$ cat src/sv/wsp_pkg.sv
`timescale 1ns / 1ps
package wsp_pkg;

    localparam int SCREEN_WIDTH  = 160;
    localparam int SCREEN_HEIGHT = 120;
    localparam int ANGLE_STEPS   = 360;
    localparam int QUARTER_TURN  = ANGLE_STEPS / 4;
    localparam int FOCAL         = 200;

    localparam int CFG_IDX_W = 3;
    localparam logic [CFG_IDX_W-1:0] CFG_VIEWER_X = 3'd0;
    localparam logic [CFG_IDX_W-1:0] CFG_VIEWER_Y = 3'd1;
    localparam logic [CFG_IDX_W-1:0] CFG_VIEWER_Z = 3'd2;
    localparam logic [CFG_IDX_W-1:0] CFG_HEADING  = 3'd3;
    localparam logic [CFG_IDX_W-1:0] CFG_PITCH    = 3'd4;

    localparam int XW = 18;
    localparam int ZW = 22;

    localparam int CLIP_NW = 34;
    localparam int CLIP_DW = 19;
    localparam int CLIP_QW = 16;
    localparam int PROJ_NW = 27;
    localparam int PROJ_DW = 18;
    localparam int PROJ_QW = 27;
    localparam int NUM_PROJ = 6;

    localparam int QUEUE_DEPTH = 4;
    localparam int QPTR_W      = $clog2(QUEUE_DEPTH);

    localparam longint unsigned PI_Q28 = 64'd843314857;

    typedef logic [14:0] t_quarter [0:90];

    function automatic t_quarter build_quarter();
        t_quarter q;
        longint unsigned x;
        longint unsigned t;
        longint unsigned s;
        for (int k = 0; k <= 90; k++) begin
            x = (64'(k) * PI_Q28 + 64'd90) / 64'd180;
            t = x;
            s = x;
            for (int n = 1; n <= 8; n++) begin
                t = (t * x) >> 28;
                t = (t * x) >> 28;
                case (n)
                    1: t = t / 64'd6;
                    2: t = t / 64'd20;
                    3: t = t / 64'd42;
                    4: t = t / 64'd72;
                    5: t = t / 64'd110;
                    6: t = t / 64'd156;
                    7: t = t / 64'd210;
                    8: t = t / 64'd272;
                    default: t = t;
                endcase
                if (n % 2 == 1) begin
                    s = s - t;
                end else begin
                    s = s + t;
                end
            end
            q[k] = 15'((s * 64'd16384 + (64'd1 << 27)) >> 28);
        end
        return q;
    endfunction

    localparam t_quarter SIN_QUARTER = build_quarter();

    function automatic logic signed [15:0] sin_q14(input logic [8:0] a);
        logic [8:0] r;
        logic neg;
        logic signed [15:0] m;
        if (a <= 9'(QUARTER_TURN)) begin
            r   = a;
            neg = 1'b0;
        end else if (a <= 9'(2 * QUARTER_TURN)) begin
            r   = 9'(2 * QUARTER_TURN) - a;
            neg = 1'b0;
        end else if (a <= 9'(3 * QUARTER_TURN)) begin
            r   = a - 9'(2 * QUARTER_TURN);
            neg = 1'b1;
        end else begin
            r   = 9'(ANGLE_STEPS) - a;
            neg = 1'b1;
        end
        m = $signed({1'b0, SIN_QUARTER[r[6:0]]});
        return neg ? -m : m;
    endfunction

    function automatic logic signed [15:0] sat16(input logic signed [28:0] v);
        if (v > 29'sd32767) begin
            return 16'sh7fff;
        end else if (v < -29'sd32768) begin
            return 16'sh8000;
        end
        return 16'(v);
    endfunction

    typedef struct packed {
        logic signed [15:0] start_x;
        logic signed [15:0] start_y;
        logic signed [15:0] end_x;
        logic signed [15:0] end_y;
        logic signed [15:0] base_height;
        logic        [11:0] wall_height;
    } t_seg;

    typedef struct packed {
        logic               visible;
        logic signed [15:0] left_screen_x;
        logic signed [15:0] right_screen_x;
        logic signed [15:0] left_bottom_y;
        logic signed [15:0] right_bottom_y;
        logic signed [15:0] left_top_y;
        logic signed [15:0] right_top_y;
    } t_res;

    typedef struct packed {
        logic signed [15:0] vx;
        logic signed [15:0] vy;
        logic signed [15:0] vz;
        logic        [8:0]  heading;
        logic signed [7:0]  pitch;
    } t_view;

    typedef struct packed {
        logic signed [XW-1:0] x;
        logic signed [XW-1:0] y;
        logic signed [ZW-1:0] zb;
        logic signed [ZW-1:0] zt;
    } t_vpt;

    typedef struct packed {
        logic vis;
        logic clip;
        logic swap;
        t_vpt a;
        t_vpt b;
    } t_entry;

endpackage

$ cat src/sv/wsp_queue.sv
`timescale 1ns / 1ps
module wsp_queue import wsp_pkg::*; (
    input  logic   i_clk,
    input  logic   i_rst_n,
    input  logic   i_valid,
    input  t_entry i_entry,
    output logic   o_ready,
    output logic   o_valid,
    output t_entry o_entry,
    input  logic   i_ready
);
    t_entry              r_mem [QUEUE_DEPTH];
    logic [QPTR_W-1:0]   r_wr, r_rd;
    logic [QPTR_W:0]     r_cnt;
    logic                push, pop;

    assign o_ready = r_cnt != (QPTR_W + 1)'(QUEUE_DEPTH);
    assign o_valid = r_cnt != '0;
    assign o_entry = r_mem[r_rd];
    assign push    = i_valid && o_ready;
    assign pop     = o_valid && i_ready;

    always_ff @(posedge i_clk) begin
        if (push) begin
            r_mem[r_wr] <= i_entry;
        end
    end

    always_ff @(posedge i_clk) begin
        if (!i_rst_n) begin
            r_wr  <= '0;
            r_rd  <= '0;
            r_cnt <= '0;
        end else begin
            if (push) begin
                r_wr <= r_wr + 1'b1;
            end
            if (pop) begin
                r_rd <= r_rd + 1'b1;
            end
            if (push && !pop) begin
                r_cnt <= r_cnt + 1'b1;
            end else if (pop && !push) begin
                r_cnt <= r_cnt - 1'b1;
            end
        end
    end
endmodule

$ cat config.mk
export PLATFORM = sky130hd
export DESIGN_NAME = wsp_queue
export DESIGN_NICKNAME = d
export VERILOG_FILES = /design/src/sv/wsp_pkg.sv /design/src/sv/wsp_queue.sv
export SDC_FILE = /design/constraint.sdc
export NUM_CORES = 1
export LEC_CHECK = 0
export ABC_CLOCK_PERIOD_IN_PS = 6300
export BUFFER_PORTS_ARGS = -buffer_cell sky130_fd_sc_hd__buf_2
export CORE_ASPECT_RATIO = 1.75
export CORE_UTILIZATION = 45
export CTS_BUF_LIST = sky130_fd_sc_hd__clkbuf_4 sky130_fd_sc_hd__clkbuf_8 sky130_fd_sc_hd__clkbuf_16
export CTS_CLUSTER_DIAMETER = 120
export DETAILED_ROUTE_END_ITERATION = 8
export GPL_TIMING_DRIVEN = 0
export HOLD_SLACK_MARGIN = 0.05
export SLEW_MARGIN = 20
export SYNTH_ARGS = -nofsm -noshare
export SYNTH_HDL_FRONTEND = slang
export SYNTH_SLANG_ARGS = --single-unit
$ cat constraint.sdc
create_clock -name i_clk -period 6.3 [get_ports i_clk]
set_input_delay 0.315 -clock i_clk [delete_from_list [all_inputs] [get_ports i_clk]]
set_output_delay 0.315 -clock i_clk [all_outputs]
set_load 0.1 [all_outputs]
==> flow_summary.ini <==
[outcome]
status = finished clean

[timing]
slew_violations = 0
hold_viol_final = 0
skew_ns = 0.0109
worst_slew_pin_slew_ns = 0.771
relSlewSlack_pct = 48.6
rsz0062_at_grt = false
finalCritPeriodShare_pct = 47.2
finalSetupTns_ns = 0
setup-violations-final = 0
fmax_ghz = 0.336
period_needed_ns = 2.97

[drt]
drt_iter0_markers = 724
drt-total-wl_um = 49300
via_per_inst = 5.17
detail_route.wl_per_cell_um = 22.5
vias = 11300
drc = 0
ant_nets = 0
drtPass1Iterations = 6

[yosys]
yosysMostFrequentCell = edfxtp_1
syn_nets = 1072
synth.distinct_cells = 24
synth-seq-area-share_pct = 82.5
synthTopCellsByArea = edfxtp_1 (82%), mux4_2 (15%), dfxtp_1 (0.75%)
synth_top_area_share_pct = 81.7
syn_avg_cell_area_sq_um = 26.6
ys_top_cells_by_count = edfxtp_1 (652), mux4_2 (163), buf_2 (18)
synth_cells = 899
synthesis.area_sq_um = 24000
async_flop_share_pct = 0
ys.flop_type = edfxtp_1
synth_top_area_cell = edfxtp_1
synth-edff-count = 652
yosysWarningCount = 0
synth-seq-cells = 661

[final_layout]
fin_util_pct = 58.0
syn_to_final_growth_pct = 27.1
finalNetCount = 1641
layout.cells.non_filler = 2192
antenna_cells = 0
drive_above_1_share_pct = 42.1

[clock_tree]
cts_setup_buffers = 0
cts_buffers = 58
clk_pin_slew_worst_paths_ns = 0.06
cts_root_buffer = clkbuf_16
clock_path_buffers = 3
cts_max_level = 2
cts_hold_buf = 163
cts.sinks = 661
cts_resized = 0
clock_latency_ns = 0.60
cts_tree = done

[placed_design]
hpwl_um = 31900
numPortBuffers = 330
place.gp.congestion = 0.725
placed_cells = 1923

[worst_setup_path]
reg2regPathDepth = 6
critPathArrivalTime_ns = 2.66
crit_required_ns = 5.98
cp_max_fo = 10
critPathKind = flop to output port
startpoint_type = flop
crit_path_end_kind = output port

[floorplan]
die_width_um = 176
core.rowCount = 111
ios = 332
core_area_sq_um = 52500
start_util_pct = 45.6
die_height_um = 307
die-area_sq_um = 54200

[grt]
overflow = 0
grt_pass1_vias = 12800
grt_max_degree = 47
antenna_found_initial = 2
grt_pass1_wl_um = 74000
track_usage_pct = 18.5

[power]
power_leakage_nw = 10.3
power_mw = 15.4
p_per_area_nw_per_um2 = 506
irDropWorstVdd_uv = 365

[min_path]
hold_depth = 3
min_path_type = input pin to flop

[run]
maxCapViolations = 0
layer usage:
metal	up-vias	share of wire, %	track usage (%)
li1	5040	-	-
met1	5886	37	20.8
met2	316	54	33.8
met3	95	5.5	3.96
met4	4	3.8	7.52
met5	-	0.047	0
area by class of cell:
| type | instances | area, sq um |
|---|---|---|
| buffer | 37 | 236 |
| clock buffer | 69 | 1590 |
| clock inverter | 37 | 353 |
| fill | 3865 | 22000 |
| inverter | 3 | 11.3 |
| multi-input combinational | 198 | 3960 |
| sequential | 661 | 19800 |
| tap | 678 | 848 |
| timing repair buffer | 509 | 3690 |
cell families after synthesis:
logic type | share of synthesized area (%)
flops | 82.5
fa+ha+maj | 0.345
compound gates | 0.167
xor+xnor | 0.146
buf+inv | 1.03
mux | 15.4
simple gates | 0.381
worst max-delay path: stages, from the launching register on:
cell     delay [ns]
dfxtp_1        0.31
buf_2          0.29
buf_2          0.39
buf_2          0.36
mux4_2         0.25
buf_2          0.44
placed cells by master, fill, tap and decap left out, types with 7 or more instances in the layout:
cell type	n
edfxtp_1	652
buf_2	348
mux4_2	163
dlygate4sd3_1	163
clkbuf_16	61
clkinv_2	17
buf_16	12
clkinv_1	11
buf_6	9
dfxtp_1	9
clkbuf_4	8
bufinv_16	7
final timing paths:
path / to / slack [ns] / startpoint
min: r_wr[1] / 0.13 / i_rst_n
max: o_entry[142] / 3.33 / flop
max reg2reg: r_mem[1][94] / 3.58 / r_cnt[0]
min reg2reg: r_wr[1] / 0.50 / r_wr[1]
metrics by stage:
stage / cell area [sq um] / setup WS [ns] / hold slack, ns
global placement: 26500 / -2.33 / 0.478
global route: 30400 / 3.12 / 0.140
finish: 30400 / 3.33 / 0.131
floorplan: 24000 / 1.21 / 0.414
CTS: 30400 / 3.19 / 0.0890
detailed placement: 26900 / 3.49 / 0.497
registers in the layout, summed over array words and instances (netlist names), named ones only:
register / count
r_mem: 652
r_cnt: 3
r_rd: 2
r_wr: 2
report_power, final:
| group | internal (mW) | total, mW | switching [mW] |
|---|---|---|---|
| Combinational | 1.40 | 6.39 | 4.99 |
| Sequential | 5.33 | 5.43 | 0.0985 |
| Clock | 2.07 | 3.59 | 1.52 |
| Total | 8.80 | 15.4 | 6.60 |
Note: power is estimated with default switching activity, not from simulation.
